File: src/rtl/core/assert_macros.svh
// Assertion macros used by the decoder back end (scdec_back).
`ifndef ASSERT_MACROS_SVH
`define ASSERT_MACROS_SVH

// Check cons in the same cycle whenever ant holds.
`define ASSERT_SAME(lbl, ant, cons, msg) \
	lbl: assert property (@(posedge clk) disable iff (!arst_n) (ant) |-> (cons)) \
		else $error(msg);

// Check cons in the cycle after ant holds.
`define ASSERT_NEXT(lbl, ant, cons, msg) \
	lbl: assert property (@(posedge clk) disable iff (!arst_n) (ant) |=> (cons)) \
		else $error(msg);

`endif

File: src/rtl/core/scdec_pkg.sv
// Types, scancode constants and key map of the Set 1 scancode decoder.
package scdec_pkg;

	localparam logic [7:0] SC_PREFIX = 8'hE0;
	localparam logic [7:0] SC_PGUP   = 8'h49;
	localparam logic [7:0] SC_PGDN   = 8'h51;
	localparam logic [6:0] SC_LSHIFT = 7'h2A;
	localparam logic [6:0] SC_RSHIFT = 7'h36;
	localparam logic [6:0] SC_ENTER  = 7'h1C;
	localparam logic [6:0] SC_BKSP   = 7'h0E;

	typedef enum logic [2:0] {
		OP_NONE,
		OP_PUSH,
		OP_PGUP,
		OP_PGDN,
		OP_READ
	} op_kind_t;

	typedef enum logic [2:0] {
		EV_NONE,
		EV_QUEUED,
		EV_DROPPED,
		EV_PGUP,
		EV_PGDN
	} ev_t;

	typedef struct packed {
		op_kind_t   kind;
		logic [6:0] ch;
	} op_t;

	function automatic logic [6:0] map_key(input logic [6:0] code, input logic shift);
		logic [6:0] ch;
		case (code)
			SC_ENTER: ch = 7'h0A;
			SC_BKSP:  ch = 7'h08;
			7'h1E: ch = 7'h61;
			7'h30: ch = 7'h62;
			7'h2E: ch = 7'h63;
			7'h20: ch = 7'h64;
			7'h12: ch = 7'h65;
			7'h21: ch = 7'h66;
			7'h22: ch = 7'h67;
			7'h23: ch = 7'h68;
			7'h17: ch = 7'h69;
			7'h24: ch = 7'h6A;
			7'h25: ch = 7'h6B;
			7'h26: ch = 7'h6C;
			7'h32: ch = 7'h6D;
			7'h31: ch = 7'h6E;
			7'h18: ch = 7'h6F;
			7'h19: ch = 7'h70;
			7'h10: ch = 7'h71;
			7'h13: ch = 7'h72;
			7'h1F: ch = 7'h73;
			7'h14: ch = 7'h74;
			7'h16: ch = 7'h75;
			7'h2F: ch = 7'h76;
			7'h11: ch = 7'h77;
			7'h2D: ch = 7'h78;
			7'h15: ch = 7'h79;
			7'h2C: ch = 7'h7A;
			7'h0B: ch = 7'h30;
			7'h02: ch = 7'h31;
			7'h03: ch = 7'h32;
			7'h04: ch = 7'h33;
			7'h05: ch = 7'h34;
			7'h06: ch = 7'h35;
			7'h07: ch = 7'h36;
			7'h08: ch = 7'h37;
			7'h09: ch = 7'h38;
			7'h0A: ch = 7'h39;
			7'h39: ch = 7'h20;
			7'h0C: ch = shift ? 7'h5F : 7'h2D;
			7'h33: ch = shift ? 7'h3C : 7'h2C;
			7'h34: ch = shift ? 7'h3E : 7'h2E;
			7'h35: ch = 7'h2F;
			7'h2B: ch = shift ? 7'h7C : 7'h5C;
			default: ch = 7'h00;
		endcase
		return ch;
	endfunction

endpackage

File: src/rtl/core/scdec_front.sv
// Front end: tracks prefix, shift and key-down bits and classifies each beat.
module scdec_front
	import scdec_pkg::*;
(
	input  logic       clk,
	input  logic       arst_n,
	input  logic       in_valid,
	input  logic       in_func,
	input  logic [7:0] in_code,
	input  logic       q_ready,
	output logic       q_valid,
	output op_t        q_op
);

	logic         prefix_q;
	logic         shift_q;
	logic [127:0] keys_held_q;
	logic         accept;
	logic [6:0]   low7;
	logic         is_shift;
	logic [6:0]   mapped;

	assign accept   = in_valid & q_ready;
	assign q_valid  = in_valid;
	assign low7     = in_code[6:0];
	assign is_shift = (low7 == SC_LSHIFT) || (low7 == SC_RSHIFT);
	assign mapped   = map_key(low7, shift_q);

	always_comb begin
		q_op.kind = OP_NONE;
		q_op.ch   = mapped;
		if (in_func) begin
			q_op.kind = OP_READ;
		end else if (in_code == SC_PREFIX) begin
			q_op.kind = OP_NONE;
		end else if (prefix_q) begin
			if (in_code == SC_PGUP) begin
				q_op.kind = OP_PGUP;
			end else if (in_code == SC_PGDN) begin
				q_op.kind = OP_PGDN;
			end
		end else if (!in_code[7] && !keys_held_q[low7] && !is_shift && (mapped != 7'h00)) begin
			q_op.kind = OP_PUSH;
		end
	end

	always_ff @(posedge clk or negedge arst_n) begin
		if (!arst_n) begin
			prefix_q    <= 1'b0;
			shift_q     <= 1'b0;
			keys_held_q <= '0;
		end else if (accept && !in_func) begin
			if (in_code == SC_PREFIX) begin
				prefix_q <= 1'b1;
			end else if (prefix_q) begin
				prefix_q <= 1'b0;
			end else if (in_code[7]) begin
				keys_held_q[low7] <= 1'b0;
				if (is_shift) begin
					shift_q <= 1'b0;
				end
			end else if (!keys_held_q[low7]) begin
				keys_held_q[low7] <= 1'b1;
				if (is_shift) begin
					shift_q <= 1'b1;
				end
			end
		end
	end

endmodule

File: src/rtl/core/scdec_queue.sv
// Two-entry operation queue between front and back end.
module scdec_queue
	import scdec_pkg::*;
(
	input  logic clk,
	input  logic arst_n,
	input  logic in_valid,
	output logic in_ready,
	input  op_t  in_op,
	output logic out_valid,
	input  logic out_ready,
	output op_t  out_op
);

	op_t        entry_q [2];
	logic       wr_idx_q;
	logic       rd_idx_q;
	logic [1:0] count_q;
	logic       push;
	logic       pop;

	assign in_ready  = (count_q != 2'd2);
	assign out_valid = (count_q != 2'd0);
	assign out_op    = entry_q[rd_idx_q];
	assign push      = in_valid & in_ready;
	assign pop       = out_valid & out_ready;

	always_ff @(posedge clk) begin
		if (push) begin
			entry_q[wr_idx_q] <= in_op;
		end
	end

	always_ff @(posedge clk or negedge arst_n) begin
		if (!arst_n) begin
			wr_idx_q <= 1'b0;
			rd_idx_q <= 1'b0;
			count_q  <= 2'd0;
		end else begin
			if (push) begin
				wr_idx_q <= ~wr_idx_q;
			end
			if (pop) begin
				rd_idx_q <= ~rd_idx_q;
			end
			case ({push, pop})
				2'b10:   count_q <= count_q + 2'd1;
				2'b01:   count_q <= count_q - 2'd1;
				default: count_q <= count_q;
			endcase
		end
	end

endmodule

File: src/rtl/core/scdec_back.sv
// Back end: character ring buffer, pointer control and output register.
`include "assert_macros.svh"

module scdec_back
	import scdec_pkg::*;
#(
	parameter int FIFO_DEPTH = 128
) (
	input  logic       clk,
	input  logic       arst_n,
	input  logic       op_valid,
	output logic       op_ready,
	input  op_t        op,
	output logic       out_valid,
	input  logic       out_ready,
	output ev_t        out_event,
	output logic       out_follow,
	output logic       out_read_valid,
	output logic [6:0] out_char
);

	localparam int ADDR_W = (FIFO_DEPTH > 1) ? $clog2(FIFO_DEPTH) : 1;
	localparam logic [ADDR_W-1:0] LAST = ADDR_W'(FIFO_DEPTH - 1);

	logic [6:0]        mem [FIFO_DEPTH];
	logic [ADDR_W-1:0] wr_ptr_q;
	logic [ADDR_W-1:0] rd_ptr_q;
	logic [ADDR_W-1:0] wr_next;
	logic [ADDR_W-1:0] rd_next;
	logic              full;
	logic              empty;
	logic              adv;
	logic              do_push;
	logic              do_pop;
	ev_t               ev;
	logic              out_valid_q;
	ev_t               event_q;
	logic              follow_q;
	logic              read_valid_q;
	logic [6:0]        rd_data_q;

	assign wr_next  = (wr_ptr_q == LAST) ? '0 : wr_ptr_q + 1'b1;
	assign rd_next  = (rd_ptr_q == LAST) ? '0 : rd_ptr_q + 1'b1;
	assign full     = (wr_next == rd_ptr_q);
	assign empty    = (wr_ptr_q == rd_ptr_q);
	assign adv      = op_valid & (~out_valid_q | out_ready);
	assign op_ready = adv;
	assign do_push  = adv & (op.kind == OP_PUSH) & ~full;
	assign do_pop   = adv & (op.kind == OP_READ) & ~empty;

	always_comb begin
		case (op.kind)
			OP_PUSH: ev = full ? EV_DROPPED : EV_QUEUED;
			OP_PGUP: ev = EV_PGUP;
			OP_PGDN: ev = EV_PGDN;
			default: ev = EV_NONE;
		endcase
	end

	always_ff @(posedge clk) begin
		if (do_push) begin
			mem[wr_ptr_q] <= op.ch;
		end
	end

	always_ff @(posedge clk) begin
		if (adv) begin
			rd_data_q <= mem[rd_ptr_q];
		end
	end

	always_ff @(posedge clk) begin
		if (adv) begin
			event_q      <= ev;
			follow_q     <= (op.kind == OP_PUSH);
			read_valid_q <= (op.kind == OP_READ) & ~empty;
		end
	end

	always_ff @(posedge clk or negedge arst_n) begin
		if (!arst_n) begin
			wr_ptr_q    <= '0;
			rd_ptr_q    <= '0;
			out_valid_q <= 1'b0;
		end else begin
			if (do_push) begin
				wr_ptr_q <= wr_next;
			end
			if (do_pop) begin
				rd_ptr_q <= rd_next;
			end
			if (adv) begin
				out_valid_q <= 1'b1;
			end else if (out_ready) begin
				out_valid_q <= 1'b0;
			end
		end
	end

	assign out_valid      = out_valid_q;
	assign out_event      = event_q;
	assign out_follow     = follow_q;
	assign out_read_valid = read_valid_q;
	assign out_char       = read_valid_q ? rd_data_q : 7'h00;

	`ASSERT_SAME(a_wr_ptr_range, 1'b1, int'(wr_ptr_q) < FIFO_DEPTH, "write pointer out of range")
	`ASSERT_SAME(a_rd_ptr_range, 1'b1, int'(rd_ptr_q) < FIFO_DEPTH, "read pointer out of range")
	`ASSERT_NEXT(a_push_queued, do_push, out_valid_q && (event_q == EV_QUEUED),
		"accepted push not reported as queued")
	`ASSERT_NEXT(a_empty_read, adv && (op.kind == OP_READ) && empty,
		out_valid_q && !read_valid_q && (out_char == 7'h00), "read on empty returned data")

endmodule

File: src/rtl/core/scancode_set1_key_decoder_fifo_top.sv
// Top level of the Set 1 scancode decoder with character FIFO.
// Input beats carry either a scancode byte (tuser = 0, byte in tdata) or a
// read request (tuser = 1). Every accepted beat yields exactly one output beat
// with event code, follow flag and, for reads, the popped character.
// The front end updates prefix, shift and 128 key-down bits in the cycle a
// beat is accepted and hands a classified operation to a two-entry queue.
// The back end takes one operation per cycle from the queue while its output
// register is free or being taken, updates the ring buffer pointers and loads
// the output register; read data comes from the registered memory read port
// of the buffer. An input beat passes the queue entry and then the output register.
// Throughput: one beat per cycle while the receiver takes every output beat.
// The buffer holds FIFO_DEPTH-1 characters; a push into a full buffer drops
// the character and reports it.
// Reset clears prefix, shift, key-down bits, pointers and the queue; buffer
// contents are not cleared and no clearing pass is needed.
// When the receiver stalls, the output beat holds, the queue fills and then
// s_axis_tready drops until the receiver takes beats again.
module scancode_set1_key_decoder_fifo_top
	import scdec_pkg::*;
#(
	parameter int FIFO_DEPTH = 128
) (
	input  logic        clk,
	input  logic        arst_n,
	input  logic        s_axis_tvalid,
	output logic        s_axis_tready,
	input  logic [7:0]  s_axis_tdata,  // [7:0] scan_code
	input  logic        s_axis_tuser,  // [0] func
	output logic        m_axis_tvalid,
	input  logic        m_axis_tready,
	output logic [15:0] m_axis_tdata   // [2:0] event_res, [3] follow_latest,
	                                   // [4] read_valid, [11:5] popped_char, [15:12] zero
);

	logic       fq_valid;
	logic       fq_ready;
	op_t        fq_op;
	logic       qb_valid;
	logic       qb_ready;
	op_t        qb_op;
	ev_t        event_res;
	logic       follow_latest;
	logic       read_valid;
	logic [6:0] popped_char;

	scdec_front u_front (
		.clk      (clk),
		.arst_n   (arst_n),
		.in_valid (s_axis_tvalid),
		.in_func  (s_axis_tuser),
		.in_code  (s_axis_tdata),
		.q_ready  (fq_ready),
		.q_valid  (fq_valid),
		.q_op     (fq_op)
	);

	scdec_queue u_queue (
		.clk       (clk),
		.arst_n    (arst_n),
		.in_valid  (fq_valid),
		.in_ready  (fq_ready),
		.in_op     (fq_op),
		.out_valid (qb_valid),
		.out_ready (qb_ready),
		.out_op    (qb_op)
	);

	scdec_back #(
		.FIFO_DEPTH (FIFO_DEPTH)
	) u_back (
		.clk            (clk),
		.arst_n         (arst_n),
		.op_valid       (qb_valid),
		.op_ready       (qb_ready),
		.op             (qb_op),
		.out_valid      (m_axis_tvalid),
		.out_ready      (m_axis_tready),
		.out_event      (event_res),
		.out_follow     (follow_latest),
		.out_read_valid (read_valid),
		.out_char       (popped_char)
	);

	assign s_axis_tready = fq_ready;
	assign m_axis_tdata  = {4'b0000, popped_char, read_valid, follow_latest, event_res};

endmodule

File: config.mk
export PLATFORM = sky130hd
export DESIGN_NAME = scancode_set1_key_decoder_fifo_top
export DESIGN_NICKNAME = d
export VERILOG_FILES = /design/src/rtl/core/scdec_pkg.sv /design/src/rtl/core/scdec_front.sv /design/src/rtl/core/scdec_queue.sv /design/src/rtl/core/scdec_back.sv /design/src/rtl/core/scancode_set1_key_decoder_fifo_top.sv
export VERILOG_INCLUDE_DIRS = /design/src /design/src/rtl/core
export SDC_FILE = /design/constraint.sdc
export NUM_CORES = 1
export LEC_CHECK = 0
export BUFFER_PORTS_ARGS = -buffer_cell sky130_fd_sc_hd__buf_4
export CORE_MARGIN = 4
export CORE_UTILIZATION = 55
export DETAILED_ROUTE_END_ITERATION = 10
export PLACE_DENSITY = 0.73
export SETUP_SLACK_MARGIN = 0.02
export SYNTH_ARGS = -nofsm -noshare
export SYNTH_HDL_FRONTEND = slang
export SYNTH_SLANG_ARGS = --single-unit
export TNS_END_PERCENT = 30
File: constraint.sdc
create_clock -name clk -period 5 [get_ports clk]
set_input_delay 1 -clock clk [delete_from_list [all_inputs] [get_ports clk]]
set_output_delay 1 -clock clk [all_outputs]
set_load 0.01 [all_outputs]
==> run metrics, run 1 <==
clock tree root buffer cell=clkbuf_16; Synth Warn #=0; highest clock rate=0.252 GHz; DRT Wirelength=111000 µm; endpoints failing setup=0; Fin Hold WS=433 ps; largest family of logic cells by synthesized area=multiplexers; Lkg Pwr=16.2 nW; multiplexer share of the synthesized area=15.8%; cts repair resizes=0; remaining antenna violation count=0; Setup TNS=0 ps; Post-Synth Adder-Cell Area=0.0838%; Crit Path Max Fanout=47; die area=86000 µm²; DP Worst Slack=1100 ps; Crit Path Class=register to register; Final Max Slew Viols=0; core area=80500 µm²; Crit path largest cell delay=960 ps; Logic pwr share=24.4%; top_reg_cell synth=edfxtp_1; initial antenna violation count=0; first-iteration detailed-routing DRC count=3542; Max Cap Violations=0; n_diodes=0; Seq pwr share=44.7%; first-pass GRT wire length=168000 µm; distinct cell type count after synthesis=77; share of the synthesized area in the top cell type=62.2%; GRT overflow=0; Detailed Routing Iterations Pass 1=8; kind of end point of the critical path=register; number of synthesized register bits=1077; Setup WS post-layout=1040 ps; Initial Utilization=55.6%; sw power=7.60 mW; vias in the first global route=25000; worst-margin pin slew=1390 ps; syn_area_per_cell=17.4 µm²; IR drop worst, VDD=0.470 mV; Worst slew margin=6.73%; Clk Latency, worst-skew pair=690 ps; FFs w/ async S/R, synth=13.8%; area added between synthesis and finish=10.4%; Pwr Density=514 nW/µm²; Synth Area in Compound Gates=5.21%; share of cells above drive strength 1=19.9%; post-DP HPWL=66900 µm; CTS buffer count=103; Clock Pin Slew Worst Setup and Hold Paths=70 ps; Hold Vio Cnt, Final=0; setup bufs post-CTS=0; GRT Total Usage=26.0%; I/O Buffers=26; CTS tree=built; row count=104; mean routed wirelength per cell=29.8 µm; Placer Congestion=0.886; clock power share=31.0%; I/O pin count=31; Post-synth EDFFs=928; crit path time final=3960 ps; Post-CTS Hold Fix Bufs=0; cell internal pwr=17.8 mW; vias per std cell=6.77; residual DRC count=0; Synth Area in Simple Gates=5.57%; worst hold path type=primary input to async pin; critical-path cell list=ha_1, and4_1, and2_1, a2111oi_0, nor4_1, o21ai_4, buf_12, nor3_1; slowest CP cell=nor3_1; cell taking the most area after synthesis=edfxtp_1; Switching Fraction=29.9%; DR vias=25100; Die Ht=293 µm; Worst Setup Start Kind=register; Syn Std Cell Area=44800 µm²; Die Wd=293 µm; Area contributors post-synth=edfxtp_1 (62%), mux4_2 (14%), dfrtp_1 (8.3%), nor3_1 (1.7%), mux2i_1 (1.6%); Post-layout nets=2585; Max Root-Sink Buffers=3; Clock Sinks=1077; outcome=completed; Arrival @ worst endpoint=4240 ps; RSZ-0062 raised after global routing=false; clk_skew=28.0 ps; final critical-path share of the clock period=79.3%; H-tree depth=3; Worst Path Required=5280 ps; pin count of the biggest net entering global routing=102; register area share after synthesis=70.6%; XOR/XNOR share of the synthesized area=0.548%; Mapped Cells=2576
-- cell usage after synthesis (10+ instances only) --
| cell | number |
|---|---|
| edfxtp_1 | 928 |
| mux4_2 | 273 |
| nand2_1 | 158 |
| dfrtp_1 | 149 |
| nor3_1 | 148 |
| o21ai_0 | 111 |
| nor2_1 | 87 |
| clkbuf_1 | 86 |
| o31ai_1 | 81 |
| mux2i_1 | 70 |
| buf_2 | 56 |
| inv_1 | 42 |
| nand3_1 | 34 |
| a21oi_1 | 31 |
| buf_1 | 25 |
| o22ai_1 | 24 |
| xnor2_1 | 20 |
| buf_4 | 18 |
| a22oi_1 | 16 |
| a21o_1 | 15 |
| mux2_2 | 15 |
| nor2b_1 | 15 |
| nand2b_1 | 13 |
| and2_1 | 12 |
| a211oi_1 | 11 |
| nand4_1 | 10 |
-- power by group through the flow --
stage                     combinational, mW  clock (mW)  sequential [mW]
after floorplan                        3.99           0             11.3
final                                  6.19        7.87             11.3
after global routing                   6.54        8.38             11.4
after CTS                              6.22        7.96             11.3
after detailed placement               6.21           0             11.5
after global placement                 6.11           0             11.5
-- cells by family after synthesis --
family / count (synthesis)
adder cells (fa/ha/maj): 3
AO/OA/AOI/OAI: 353
AND/OR/NAND/NOR: 523
multiplexers: 361
flip-flops: 1077
XOR/XNOR: 28
other: 1
buffers and inverters: 230
-- cells in the final DEF (no fill, tap or decap), drive strengths merged, types with 15 or more instances in the layout --
| cell type | synthesis | final |
|---|---|---|
| edfxtp | 928 | 928 |
| mux4 | 273 | 273 |
| nand2 | 159 | 159 |
| dfrtp | 149 | 149 |
| nor3 | 148 | 148 |
| clkbuf | 86 | 136 |
| o21ai | 113 | 113 |
| nor2 | 87 | 87 |
| o31ai | 81 | 81 |
| buf | 100 | 71 |
| mux2i | 70 | 70 |
| inv | 43 | 46 |
| nand3 | 35 | 35 |
| clkinv | 1 | 32 |
| a21oi | 31 | 31 |
| o22ai | 24 | 24 |
| xnor2 | 20 | 20 |
| mux2 | 18 | 18 |
| a22oi | 16 | 16 |
| nor2b | 15 | 15 |
| a21o | 15 | 15 |
-- through the flow --
step | util, % | power, mW | instances | instance area [µm²]
6_report | 61.3 | 25.4 | 3712 | 49400
5_1_grt | 61.3 | 26.3 | 3712 | 49400
4_1_cts | 61.3 | 25.5 | 3712 | 49400
3_5_place_dp | 57.1 | 17.7 | 3524 | 46000
3_3_place_gp | 57.1 | 17.6 | 3524 | 46000
2_1_floorplan | - | 15.3 | 2579 | 44800
-- path summary, 6_finish.rpt --
| kind | slack [ps] | cells past startpoint | startpoint | to |
|---|---|---|---|---|
| max in group asynchronous | 3650 | 2 | arst_n | async pin |
| worst min register to register | 480 | 1 | register | register |
| worst max-delay path | 1040 | 8 | u_back.wr_ptr_q[0] | u_back.mem[85][5] |
| min in group clk | 480 | 1 | register | register |
| worst min-delay path | 430 | 1 | arst_n | async pin |
| worst max register to register | 1040 | 8 | u_back.wr_ptr_q[0] | u_back.mem[85][5] |
-- area by class of cell --
type                       count  area, µm²
sequential                  1077      31600
clock buffer                 136       2760
clock inverter                52        669
multi-input combinational   1272      12200
inverter                      44        165
fill                        5493      31100
timing repair buffer          71        662
tap                         1060       1330
-- per-layer routing --
layer / GRT usage (%) / part of all wire (%) / vias to the layer above
met5: 0 / 0 / -
met4: 8.27 / 3.5 / 0
met3: 5.53 / 10 / 231
met2: 40.3 / 47 / 1609
met1: 37.9 / 39 / 12900
li1: - / - / 10400
-- worst max-delay path, delay by kind of cell, from the launching register on --
kind | cells | cell delay [ps]
AO/OA/AOI/OAI | 2 | 390
buffers and inverters | 1 | 280
adder cells (fa/ha/maj) | 1 | 300
AND/OR/NAND/NOR | 4 | 1990
flip-flops | 1 | 580
Power figures use the tool's default switching activity.
==> run 2: changes to the inputs <==
--- a/config.mk
+++ b/config.mk
@@ -10,7 +10,7 @@
 export CORE_MARGIN = 4
 export CORE_UTILIZATION = 55
 export DETAILED_ROUTE_END_ITERATION = 10
-export PLACE_DENSITY = 0.73
+export PLACE_DENSITY = 0.75
 export SETUP_SLACK_MARGIN = 0.02
 export SYNTH_ARGS = -nofsm -noshare
 export SYNTH_HDL_FRONTEND = slang
==> constraint.sdc (replaced) <==
create_clock -name clk -period 3.32 [get_ports clk]
set_input_delay 0.664 -clock clk [delete_from_list [all_inputs] [get_ports clk]]
set_output_delay 0.664 -clock clk [all_outputs]
set_load 0.01 [all_outputs]
==> run metrics, run 2 (same netlist as run 1, synthesis figures left out) <==
Arrival @ worst endpoint=3580 ps; mean routed wirelength per cell=29.1 µm; residual DRC count=0; Die Wd=293 µm; placed cell areas=47600 µm²; clock tree root buffer cell=clkbuf_16; core area=80500 µm²; remaining antenna violation count=0; row count=104; Setup WS post-layout=48.3 ps; area added between synthesis and finish=15.1%; Placer Congestion=0.993; Setup TNS=0 ps; Clk Latency, worst-skew pair=700 ps; CTS tree=built; Clock Pin Slew Worst Setup and Hold Paths=60 ps; most frequent cells in the layout=edfxtp_1 (928), mux4_2 (273), buf_4 (225), nand2_1 (158), dfrtp_1 (146); worst hold path type=primary input to register; outcome=completed; setup bufs post-CTS=0; Max Root-Sink Buffers=3; Post-layout nets=2774; clk_skew=57.3 ps; Hold Vio Cnt, Final=0; kind of end point of the critical path=register; I/O Buffers=26; RSZ-0062 raised after global routing=true; Initial Utilization=55.6%; finished layout cell area=51500 µm²; DP Worst Slack=56.4 ps; GRT Total Usage=26.7%; crit path time final=3270 ps; I/O pin count=31; Clock Sinks=1077; Detailed Routing Iterations Pass 1=9; Die Ht=293 µm; Worst Setup Start Kind=register; highest clock rate=0.306 GHz; initial antenna violation count=1; vias in the first global route=26100; vias per std cell=6.64; Crit Path Class=register to register; die area=86000 µm²; CTS buffer count=105; first-pass GRT wire length=172000 µm; endpoints failing setup=0; GRT overflow=0; Lkg Pwr=17.3 nW; Final Max Slew Viols=0; Crit Path Max Fanout=32; commonest non-fill, non-tap cell in the layout=edfxtp_1; H-tree depth=3; post-DP HPWL=71700 µm; Worst Path Required=3630 ps; final critical-path share of the clock period=98.5%; Max Cap Violations=0; worst-margin pin slew=1040 ps; share of cells above drive strength 1=27.1%; pin count of the biggest net entering global routing=102; DR vias=26000; Worst slew margin=30.5%; first-iteration detailed-routing DRC count=3462; DRT Wirelength=114000 µm; IR drop worst, VDD=0.506 mV; Pwr Density=772 nW/µm²
## run 2: cell types whose count changed in the layout (fill, tap and decap cells not counted), moves of 6 or more
cell       delta
buf_12       +21
nor3_1       -38
clkinv_2      +6
clkbuf_1     -10
bufinv_16     +7
nor2_1        -7
clkinv_1      +9
nor3_2       +38
buf_4       +165
nor2_2        +7
## run 2: critical path: stages, from the launching register on
cell	delay [ps]
dfrtp_1	470
nand2_1	120
o21ai_0	380
a2111oi_0	230
nor4_1	320
buf_4	180
o21ai_4	90
buf_12	180
nor3_1	870
## run 2: per-layer routing
| layer | part of all wire, % | global-route usage [%] |
|---|---|---|
| met5 | 0 | 0 |
| met1 | 38 | 37.9 |
| met2 | 48 | 42.1 |
| met3 | 10 | 5.12 |
| met4 | 3.9 | 9.57 |
## run 2: through the flow
stage / util (%) / hold WS (ps) / cells / power (mW)
6_report: 64.0 / 231 / 3911 / 39.8
5_1_grt: 64.0 / 225 / 3909 / 41.1
4_1_cts: 63.7 / 202 / 3909 / 39.9
3_3_place_gp: 59.1 / 455 / 3710 / 27.1
2_1_floorplan: - / 368 / 2579 / 23.0
3_5_place_dp: 59.1 / 464 / 3710 / 27.3
## run 2: final cells by class
| type | instances | area, µm² |
|---|---|---|
| Sequential cell | 1077 | 31600 |
| Fill cell | 5289 | 29000 |
| Multi-Input combinational cell | 1272 | 12400 |
| Clock buffer | 126 | 2750 |
| Timing Repair Buffer | 258 | 2330 |
| Tap cell | 1060 | 1330 |
| Clock inverter | 72 | 946 |
| Inverter | 44 | 165 |
| Antenna cell | 2 | 5.00 |
## run 2: path summary, 6_finish.rpt
path | from | to | slack [ps] | cells past startpoint
worst min-delay path | s_axis_tuser | u_queue.entry_q[1][9] | 230 | 1
worst max register to register | u_back.wr_ptr_q[2] | u_back.mem[125][5] | 50 | 8
max in group asynchronous | arst_n | u_queue.rd_idx_q | 2070 | 3
worst min register to register | register | register | 480 | 1
worst max-delay path | u_back.wr_ptr_q[2] | u_back.mem[125][5] | 50 | 8
min in group asynchronous | arst_n | async pin | 510 | 2
## run 2: timing repair
action	4_1_cts	5_1_grt
gates cloned	0	0
hold buffers	1	0
gates resized for setup	1	45
setup endpoints to repair	7	434
endpoints found under the hold margin	48	0
## run 2: where the power goes
| group | switching (mW) | internal, mW | total [mW] |
|---|---|---|---|
| clock | 5.23 | 7.37 | 12.6 |
| sequential | 0.334 | 16.6 | 16.9 |
| combinational | 6.26 | 4.04 | 10.3 |
| total | 11.8 | 28.0 | 39.8 |
